### config.mk
export PLATFORM = sky130hd
export DESIGN_NAME = ghst_engine
export DESIGN_NICKNAME = d
export VERILOG_FILES = /design/src/rtl/core/ghst_pkg.sv /design/src/rtl/core/ghst_engine.sv
export SDC_FILE = /design/constraint.sdc
export NUM_CORES = 1
export LEC_CHECK = 0
export BUFFER_PORTS_ARGS = -buffer_cell sky130_fd_sc_hd__buf_2
export CAP_MARGIN = 30
export CORE_MARGIN = 10
export CORE_UTILIZATION = 45
export DETAILED_ROUTE_END_ITERATION = 7
export PLACE_DENSITY = 0.69
export SYNTH_ARGS = -nofsm -noshare
export SYNTH_HDL_FRONTEND = slang
export SYNTH_SLANG_ARGS = --single-unit
### constraint.sdc
create_clock -name clk -period 7.64 [get_ports clk]
set_input_delay 0.764 -clock clk [delete_from_list [all_inputs] [get_ports clk]]
set_output_delay 0.764 -clock clk [all_outputs]
set_load 0.01 [all_outputs]
### src/rtl/core/ghst_pkg.sv
`timescale 1ns / 1ps
`default_nettype none

package ghst_pkg;

  localparam int SLOTS  = 1024;
  localparam int ADDR_W = $clog2(SLOTS);
  localparam int CNT_W  = ADDR_W + 1;
  localparam int IDX_W  = 10;
  localparam int ID_W   = 64;
  localparam int PAY_W  = 32;

  localparam logic [ID_W-1:0] REMOVAL_MARK = '1;

  typedef enum logic [1:0] {
    ACT_ADD   = 2'd0,
    ACT_GET   = 2'd1,
    ACT_MARK  = 2'd2,
    ACT_SWEEP = 2'd3
  } action_t;

  typedef enum logic [1:0] {
    STS_OK        = 2'd0,
    STS_FULL      = 2'd1,
    STS_NOT_FOUND = 2'd2
  } status_t;

  typedef struct packed {
    action_t          action;
    logic [IDX_W-1:0] slot_index;
    logic [ID_W-1:0]  handle_id;
    logic [PAY_W-1:0] payload;
  } in_req_t;

  typedef struct packed {
    status_t          status;
    logic [IDX_W-1:0] out_index;
    logic [ID_W-1:0]  out_id;
    logic [PAY_W-1:0] out_payload;
  } out_res_t;

  typedef struct packed {
    logic             occupied;
    logic [ID_W-1:0]  id;
    logic [PAY_W-1:0] payload;
  } slot_t;

  typedef struct packed {
    logic              we;
    logic [ADDR_W-1:0] addr;
    slot_t             data;
  } ram_wr_t;

endpackage

`default_nettype wire

### src/rtl/core/ghst_engine.sv
`timescale 1ns / 1ps
`default_nettype none

module ghst_engine (
  input  logic                        clk,
  input  logic                        rst_n,
  input  logic                        in_valid,
  output logic                        in_ready,
  input  ghst_pkg::in_req_t           in_data,
  output logic                        res_valid,
  input  logic                        res_ready,
  output ghst_pkg::out_res_t          res,
  output ghst_pkg::ram_wr_t           wr,
  output logic [ghst_pkg::ADDR_W-1:0] raddr,
  input  ghst_pkg::slot_t             rdata
);
  import ghst_pkg::*;

  typedef enum logic [2:0] {
    S_CLEAR,
    S_IDLE,
    S_ADD,
    S_GET,
    S_MARK,
    S_SWEEP,
    S_RESP
  } state_t;

  state_t            state_r, state_nxt;
  logic [CNT_W-1:0]  ptr_r, ptr_nxt;
  logic [CNT_W-1:0]  free_ptr_r, free_ptr_nxt;
  logic [ID_W-1:0]   ctr_r, ctr_nxt;
  in_req_t           req_r, req_nxt;
  out_res_t          res_r, res_nxt;
  logic [ID_W-1:0]   id_inc;
  logic              in_idx_ok;
  logic [ADDR_W-1:0] in_addr;

  assign id_inc    = ctr_r + ID_W'(1);
  assign in_idx_ok = 32'(in_data.slot_index) < SLOTS;
  assign in_addr   = ADDR_W'(in_data.slot_index);
  assign res       = res_r;

  always_comb begin
    state_nxt    = state_r;
    ptr_nxt      = ptr_r;
    free_ptr_nxt = free_ptr_r;
    ctr_nxt      = ctr_r;
    req_nxt      = req_r;
    res_nxt      = res_r;
    wr           = '0;
    raddr        = '0;
    in_ready     = 1'b0;
    res_valid    = 1'b0;
    case (state_r)
      S_CLEAR: begin
        wr.we   = 1'b1;
        wr.addr = ptr_r[ADDR_W-1:0];
        if (ptr_r == CNT_W'(SLOTS - 1)) begin
          ptr_nxt   = '0;
          state_nxt = S_IDLE;
        end else begin
          ptr_nxt = ptr_r + CNT_W'(1);
        end
      end
      S_IDLE: begin
        in_ready = 1'b1;
        if (in_valid) begin
          req_nxt = in_data;
          res_nxt = '0;
          case (in_data.action)
            ACT_ADD: begin
              if (free_ptr_r == CNT_W'(SLOTS)) begin
                res_nxt.status = STS_FULL;
                state_nxt      = S_RESP;
              end else begin
                raddr     = free_ptr_r[ADDR_W-1:0];
                state_nxt = S_ADD;
              end
            end
            ACT_GET: begin
              res_nxt.status = STS_NOT_FOUND;
              if (in_idx_ok) begin
                raddr     = in_addr;
                state_nxt = S_GET;
              end else begin
                state_nxt = S_RESP;
              end
            end
            ACT_MARK: begin
              if (in_idx_ok) begin
                raddr     = in_addr;
                state_nxt = S_MARK;
              end else begin
                state_nxt = S_RESP;
              end
            end
            default: begin
              raddr     = '0;
              ptr_nxt   = '0;
              state_nxt = S_SWEEP;
            end
          endcase
        end
      end
      S_ADD: begin
        if (!rdata.occupied) begin
          ctr_nxt            = id_inc;
          wr.we              = 1'b1;
          wr.addr            = free_ptr_r[ADDR_W-1:0];
          wr.data.occupied   = 1'b1;
          wr.data.id         = id_inc;
          wr.data.payload    = req_r.payload;
          res_nxt.status     = STS_OK;
          res_nxt.out_index  = IDX_W'(free_ptr_r[ADDR_W-1:0]);
          res_nxt.out_id     = id_inc;
          free_ptr_nxt       = free_ptr_r + CNT_W'(1);
          state_nxt          = S_RESP;
        end else if (free_ptr_r == CNT_W'(SLOTS - 1)) begin
          free_ptr_nxt   = CNT_W'(SLOTS);
          res_nxt.status = STS_FULL;
          state_nxt      = S_RESP;
        end else begin
          free_ptr_nxt = free_ptr_r + CNT_W'(1);
          raddr        = free_ptr_nxt[ADDR_W-1:0];
        end
      end
      S_GET: begin
        if (rdata.occupied && rdata.id != REMOVAL_MARK && rdata.id == req_r.handle_id) begin
          res_nxt.status      = STS_OK;
          res_nxt.out_payload = rdata.payload;
        end
        state_nxt = S_RESP;
      end
      S_MARK: begin
        if (rdata.occupied) begin
          wr.we            = 1'b1;
          wr.addr          = ADDR_W'(req_r.slot_index);
          wr.data.occupied = 1'b1;
          wr.data.id       = REMOVAL_MARK;
          wr.data.payload  = rdata.payload;
        end
        state_nxt = S_RESP;
      end
      S_SWEEP: begin
        if (rdata.occupied && rdata.id == REMOVAL_MARK) begin
          wr.we   = 1'b1;
          wr.addr = ptr_r[ADDR_W-1:0];
          if (ptr_r < free_ptr_r) begin
            free_ptr_nxt = ptr_r;
          end
        end
        if (ptr_r == CNT_W'(SLOTS - 1)) begin
          ptr_nxt   = '0;
          state_nxt = S_RESP;
        end else begin
          ptr_nxt = ptr_r + CNT_W'(1);
          raddr   = ptr_nxt[ADDR_W-1:0];
        end
      end
      S_RESP: begin
        res_valid = 1'b1;
        if (res_ready) begin
          state_nxt = S_IDLE;
        end
      end
      default: begin
        state_nxt = S_IDLE;
      end
    endcase
  end

  always_ff @(posedge clk) begin
    req_r <= req_nxt;
    res_r <= res_nxt;
    if (!rst_n) begin
      state_r    <= S_CLEAR;
      ptr_r      <= '0;
      free_ptr_r <= '0;
      ctr_r      <= '0;
    end else begin
      state_r    <= state_nxt;
      ptr_r      <= ptr_nxt;
      free_ptr_r <= free_ptr_nxt;
      ctr_r      <= ctr_nxt;
    end
  end

  assert property (@(posedge clk) disable iff (!rst_n)
    free_ptr_r <= CNT_W'(SLOTS))
    else $error("free slot pointer beyond the table");

  assert property (@(posedge clk) disable iff (!rst_n)
    (state_r == S_ADD && wr.we) |=> (ctr_r == $past(wr.data.id)))
    else $error("stored id differs from the id counter");

  assert property (@(posedge clk) disable iff (!rst_n)
    (state_r == S_SWEEP && wr.we) |->
      (wr.addr == ptr_r[ADDR_W-1:0] && !wr.data.occupied))
    else $error("sweep write does not free the swept slot");

  assert property (@(posedge clk) disable iff (!rst_n)
    (res_valid && !res_ready) |=> (res_valid && $stable(res_r)))
    else $error("result dropped or changed while stalled");

endmodule

`default_nettype wire

==> run_results.csv, run 1 <==
group,metric,value,unit
status,status,"complete, no violations",
clock_network,clkSinkCount,303,
detailed_routing,dr_total_vias,13200,
yosys,synth_cells,1460,
grt,grt_start_max_net_pins,81,
timing,maxSlewViolCount,0,
grt,grt_pass1_wl,78.2,mm
clock_network,cts_buffer_depth,3,
worst_setup_path,path_max_fanout,11,
yosys,ys_dominant_reg_cell,"edfxtp_1",
yosys,synth.avg_cell_area,10.3,sq um
worst_setup_path,end_kind,"output pin",
power,fin_total_pwr,4890,uW
timing,setup_tns,0,ns
grt,grt_use_met3,7.32,%
yosys,yosys_register_bits,303,
yosys,synth_cell_types,61,
detailed_routing,drt-vias-per-instance,5.68,
clock_network,clockRootBuffer,"clkbuf_16",
worst_setup_path,cp_slowest_cell,"or4_1",
final_layout,num-fill-cells,2909,
grt,met1_usage,27.9,%
worst_setup_path,worst_setup_path_start_kind,"flop",
die,die_h,203,um
timing,max_slew_margin,35.9,%
detailed_routing,ant_nets,0,
detailed_routing,firstDrtPassIters,7,
grt,busiest_layer,"met2",
final_layout,final_common_cell,"buf_2",
timing,period_needed,4.84,ns
clock_network,hold_buffers,0,
timing,setup_viol,0,
timing,final.period_utilization,63.4,%
placement,io_buffers,436,
hold_path,hp-start,"in_data[6]",
hold_path,holdPathEnd,"req_r[6]",
die,num_rows,66,
clock_network,ctsResizeCount,0,
worst_setup_path,timing.rr.end,"res[86]",
worst_setup_path,reg2reg_depth,6,
clock_network,clkTransAtPathRegs,0.07,ns
final_layout,nets,2083,
worst_setup_path,arrival,4.08,ns
grt,grt_pass1_vias,13200,
clock_network,cts_buffers,34,
yosys,post-synth-top-area-fraction,42.8,%
yosys,synth_area_leader_cell,"edfxtp_1",
placement,dp_hpwl,39.1,mm
clock_network,post_cts_buffers,0,
yosys,synth_edf_count,214,
die,fp.coreArea,0.0327,sq mm
clock_network,htree_levels,2,
worst_setup_path,timing.rr.start,"ctr_r[5]",
yosys,postSynth.asyncResetShare,0,%
yosys,synth-seq-area-share,54.7,%
clock_network,cts_tree,"yes",
worst_setup_path,path_buf_inv,1,
die,die_w,203,um
yosys,ys_warn_count,0,
worst_setup_path,crit_required,6.88,ns
final_layout,drive_gt1_share,27.4,%
job,max_cap_viol_count,0,
final_layout,layout_common_cells,"buf_2, edfxtp_1, nor2_1",
worst_setup_path,crit_chain,"nand4_1 -> nor4_1 -> nand4_1 -> or4_1 -> xor2_1 -> o21ai_0 -> buf_2",
detailed_routing,drt_iter0_drc,1177,
detailed_routing,wl_per_cell,22.2,um
timing,grt_setup_unrepaired,"no",
yosys,syn_area,0.0150,sq mm
grt,grt_antenna_before_repair,11,
hold_path,holdCritPathClass,"input port to flop",
worst_setup_path,critical-path-top-delay-family,"simple AND/OR/NAND/NOR gates",
detailed_routing,totalWireLength,51.5,mm
grt,globalRouteTotalUtil,23.9,%
power,vdd_drop_max,0.000205,V
die,start_util,45.9,%
grt,grtUsageMet2,41.2,%
power,p_leak,0.00709,uW
timing,worst-slew-pin-transition,0.953,ns
die,dieArea,0.0410,sq mm
detailed_routing,drc,0,
timing,fmax,0.207,GHz
timing,finClkSkew,0.0144,ns
hold_path,hold_depth,1,
worst_setup_path,cpPeakStageDelay,0.84,ns
clock_network,clkLatencyLatePin,0.51,ns
worst_setup_path,r2r_slack,3.97,ns
final_layout,syn_to_final_growth,24.7,%
power,powerDensity,261,mW/mm^2
worst_setup_path,crit_type,"flop to output pin",
placement,gp_congestion,0.914,
worst_setup_path,timing.critical_path.mode_cell,"nand4_1",
grt,gr-total-overflow,0,
die,top_level_ports,437,
timing,hold_violations,0,
yosys,synth_fp_nets,1689,
yosys,yosys-top-cells-area,"edfxtp_1, dfxtp_1, xnor2_1",
[synth_stat cells (7+ instances only)]
master / instances
nand2_1: 77
clkbuf_1: 82
a22o_1: 33
nor3_1: 38
nor4_1: 33
a22oi_1: 24
a21oi_1: 60
dfxtp_1: 89
a311oi_1: 7
o21ai_0: 99
and3_1: 45
buf_1: 7
o31ai_1: 13
or4_1: 14
nor2_1: 170
ha_1: 20
xor2_1: 36
xnor2_1: 125
nand4_1: 53
o22ai_1: 8
nand3_1: 45
mux2i_1: 7
or3_1: 22
nor2b_1: 7
inv_1: 54
and4_1: 8
edfxtp_1: 214
[metrics by stage]
stage	util, %	hold slack (ns)	cell area (sq um)	std cells	setup WS (ns)
floorplan	-	0.455	15000	1460	1.59
global placement	53.5	0.474	17500	2256	3.43
detailed placement	53.7	0.483	17600	2259	3.36
CTS	57.2	0.398	18700	2320	2.80
global route	57.2	0.397	18700	2323	2.47
finish	57.2	0.426	18700	2324	2.80
[worst max path at each step]
stage          startpoint  cells past startpoint  slack, ns       end
6_report         ctr_r[5]                      7       2.80    wr[84]
5_1_grt          ctr_r[4]                      7       2.47    wr[84]
4_1_cts          ctr_r[5]                      7       2.80    wr[86]
3_5_place_dp     ctr_r[4]                      7       3.36    wr[86]
3_3_place_gp     ctr_r[4]                      7       3.43    wr[84]
2_1_floorplan  state_r[0]                      8       1.59  res[100]
[flip-flops by register name, indices dropped and copies added, names as in the netlist]
name / flops
ptr_r: 11
ctr_r: 64
state_r: 3
free_ptr_r: 11
res: 108
req_r: 106
[report_power, final]
part	internal [uW]	leakage, uW	switching [uW]
clock network	1010	0.000548	664
registers	2010	0.00269	98.1
logic	373	0.00385	733
[kinds of logic (layout without fill, tap and decap cells)]
kind of cell,Yosys count,after routing,share of synthesized area [%]
AND/OR/NAND/NOR,541,541,18.3
flip-flops,303,303,54.7
AO/OA/AOI/OAI,280,280,11.8
XOR/XNOR,161,161,9.40
buffers and inverters,148,567,3.74
adder cells (fa/ha/maj),20,20,1.67
multiplexers,7,7,0.467
other,0,3,0
[layout make-up]
| class | count | area [sq um] | area share (%) |
|---|---|---|---|
| inverter | 55 | 206 | 1.10 |
| clock buffer | 44 | 952 | 5.09 |
| antenna | 3 | 7.51 | 0.0401 |
| multi-input combinational | 1009 | 6260 | 33.5 |
| timing repair buffer | 451 | 2340 | 12.5 |
| sequential | 303 | 8210 | 43.9 |
| tap | 442 | 553 | 2.96 |
| clock inverter | 17 | 181 | 0.970 |
[layer usage]
metal	share of wire (%)	vias up	routed length, um
met2	49	598	25200
met4	3.1	12	1570
met5	0.11	-	57
met1	38	6358	19800
met3	9.6	96	4920
li1	-	6134	-
No activity file was read; power rests on OpenSTA's default activity.
==> run 2: changes to the inputs <==
clock period = 4.7 ns   (was 7.64 ns; I/O delays follow)
==> run_results.csv, run 2 (same netlist as run 1, synthesis figures left out) <==
group,metric,value,unit
die,dieArea,0.0410,sq mm
final_layout,nets,2083,
final_layout,stdcell_area,0.0186,sq mm
timing,setup_viol,0,
clock_network,clkSinkCount,303,
worst_setup_path,path_max_fanout,11,
detailed_routing,drc,0,
power,p_switching,2360,uW
placement,io_buffers,436,
final_layout,syn_to_final_growth,23.8,%
worst_setup_path,crit_type,"flop to output pin",
timing,maxSlewViolCount,0,
clock_network,post_cts_buffers,0,
worst_setup_path,timing.rr.start,"ctr_r[0]",
clock_network,clkLatencyLatePin,0.51,ns
detailed_routing,firstDrtPassIters,5,
clock_network,cts_buffers,34,
final_layout,layout_common_cells,"buf_2, edfxtp_1, nor2_1",
hold_path,hold_depth,1,
power,intPower,5300,uW
power,sw_frac_of_total,30.8,%
worst_setup_path,r2r_slack,1.55,ns
placement,gp_congestion,0.924,
grt,gr-total-overflow,0,
clock_network,cts_buffer_depth,3,
die,fp.coreArea,0.0327,sq mm
status,status,"complete, no violations",
hold_path,hp-start,"in_data[87]",
grt,grt_start_max_net_pins,80,
die,die_h,203,um
timing,setup_tns,0,ns
clock_network,clkTransAtPathRegs,0.06,ns
worst_setup_path,end_kind,"output pin",
grt,grt_use_met3,6.56,%
power,clockPowerShare,32.3,%
worst_setup_path,worst_setup_path_start_kind,"flop",
worst_setup_path,crit_chain,"ha_1 -> and3_1 -> and3_1 -> nand4_1 -> or4_1 -> xor2_1 -> o21ai_0 -> buf_2",
timing,period_needed,4.00,ns
grt,grt_pass1_wl,76.5,mm
clock_network,htree_levels,2,
grt,grt_antenna_before_repair,8,
timing,worst-slew-pin-transition,1.03,ns
timing,fmax,0.250,GHz
die,top_level_ports,437,
worst_setup_path,crit_required,4.23,ns
grt,met1_usage,28.3,%
die,start_util,45.9,%
timing,grt_setup_unrepaired,"no",
placement,place_area,0.0175,sq mm
timing,max_slew_margin,31.4,%
timing,hold_violations,0,
worst_setup_path,timing.rr.end,"res[86]",
timing,final.period_utilization,85.0,%
hold_path,holdPathEnd,"req_r[87]",
clock_network,ctsResizeCount,0,
final_layout,drive_gt1_share,27.1,%
final_layout,largest_reg_flops,108,
clock_network,hold_buffers,0,
grt,busiest_layer,"met2",
final_layout,final_common_cell,"buf_2",
placement,dp_hpwl,39.0,mm
power,p_seq_share,44.7,%
detailed_routing,drt_iter0_drc,1092,
job,max_cap_viol_count,0,
detailed_routing,dr_total_vias,13000,
detailed_routing,wl_per_cell,21.8,um
grt,grtUsageMet2,39.2,%
final_layout,num-fill-cells,2906,
detailed_routing,drt-vias-per-instance,5.61,
grt,globalRouteTotalUtil,23.5,%
power,p_leak,0.00702,uW
worst_setup_path,cpPeakStageDelay,0.82,ns
detailed_routing,totalWireLength,50.7,mm
clock_network,cts_tree,"yes",
clock_network,clockRootBuffer,"clkbuf_16",
worst_setup_path,arrival,3.53,ns
worst_setup_path,reg2reg_depth,7,
grt,grt_pass1_vias,13000,
power,pwr-share-comb,23.0,%
die,num_rows,66,
hold_path,holdCritPathClass,"input port to flop",
power,powerDensity,412,mW/mm^2
worst_setup_path,cp_slowest_cell,"or4_1",
timing,finClkSkew,0.0182,ns
power,vdd_drop_max,0.000337,V
die,die_w,203,um
worst_setup_path,timing.critical_path.mode_cell,"and3_1",
detailed_routing,ant_nets,0,
[run 2: cell types whose count changed in the layout (fill, tap and decap cells not counted)]
| cell | change |
|---|---|
| clkinv_2 | -2 |
| clkinv_1 | -1 |
| buf_12 | -1 |
| diode_2 | +1 |
| clkbuf_1 | +5 |
| clkbuf_8 | +1 |
| buf_4 | +2 |
| or3b_2 | -1 |
| clkinvlp_4 | -2 |
| buf_16 | -1 |
| or3b_4 | +1 |
| bufinv_16 | -4 |
[run 2: critical path: cells and delay by family (launching register included)]
family                   cells  cell delay (ns)
AND/OR/NAND/NOR              4             1.72
buffers and inverters        1             0.16
XOR/XNOR                     1             0.29
flip-flops                   1             0.43
AO/OA/AOI/OAI                1             0.10
adder cells (fa/ha/maj)      1             0.31
[run 2: power groups by stage]
stage                     clock [uW]  sequential [uW]  combinational [uW]
after floorplan                    0             3530                 886
after global placement             0             3470                1750
after detailed placement           0             3480                1770
after CTS                       2520             3420                1780
after global routing            2630             3460                1920
final                           2470             3420                1760
[run 2: worst max path at each step]
stage | start | endpoint | slack [ns] | depth (start not counted)
floorplan | state_r[0] | res[100] | 0.37 | 8
global placement | ctr_r[4] | wr[84] | 1.31 | 8
detailed placement | ctr_r[0] | wr[84] | 1.25 | 8
CTS | ctr_r[0] | wr[86] | 0.69 | 8
global route | ctr_r[0] | wr[84] | 0.41 | 8
finish | ctr_r[0] | wr[84] | 0.70 | 8
[run 2: metal layers]
layer	vias to the layer above	wire length, um
met5	-	52
met4	8	1980
met3	111	4530
met2	608	24200
met1	6170	19900
li1	6135	-
[run 2: per-stage QoR]
step / setup slack (ns) / cells / utilization, % / total power (uW) / hold WS, ns
6_report: 0.703 / 2322 / 56.8 / 7660 / 0.134
4_1_cts: 0.692 / 2318 / 56.7 / 7720 / 0.118
3_3_place_gp: 1.31 / 2259 / 53.6 / 5220 / 0.475
3_5_place_dp: 1.25 / 2260 / 53.6 / 5250 / 0.490
5_1_grt: 0.415 / 2319 / 56.8 / 8010 / 0.121
2_1_floorplan: 0.371 / 1460 / - / 4420 / 0.455
[run 2: final cells by class]
type	instances	area (sq um)	share of cell area [%]
Clock buffer	50	985	5.30
Multi-Input combinational cell	1009	6260	33.7
Sequential cell	303	8210	44.2
Tap cell	442	553	2.98
Inverter	55	206	1.11
Antenna cell	4	10.0	0.0539
Timing Repair Buffer	451	2310	12.4
Clock inverter	8	32.5	0.175
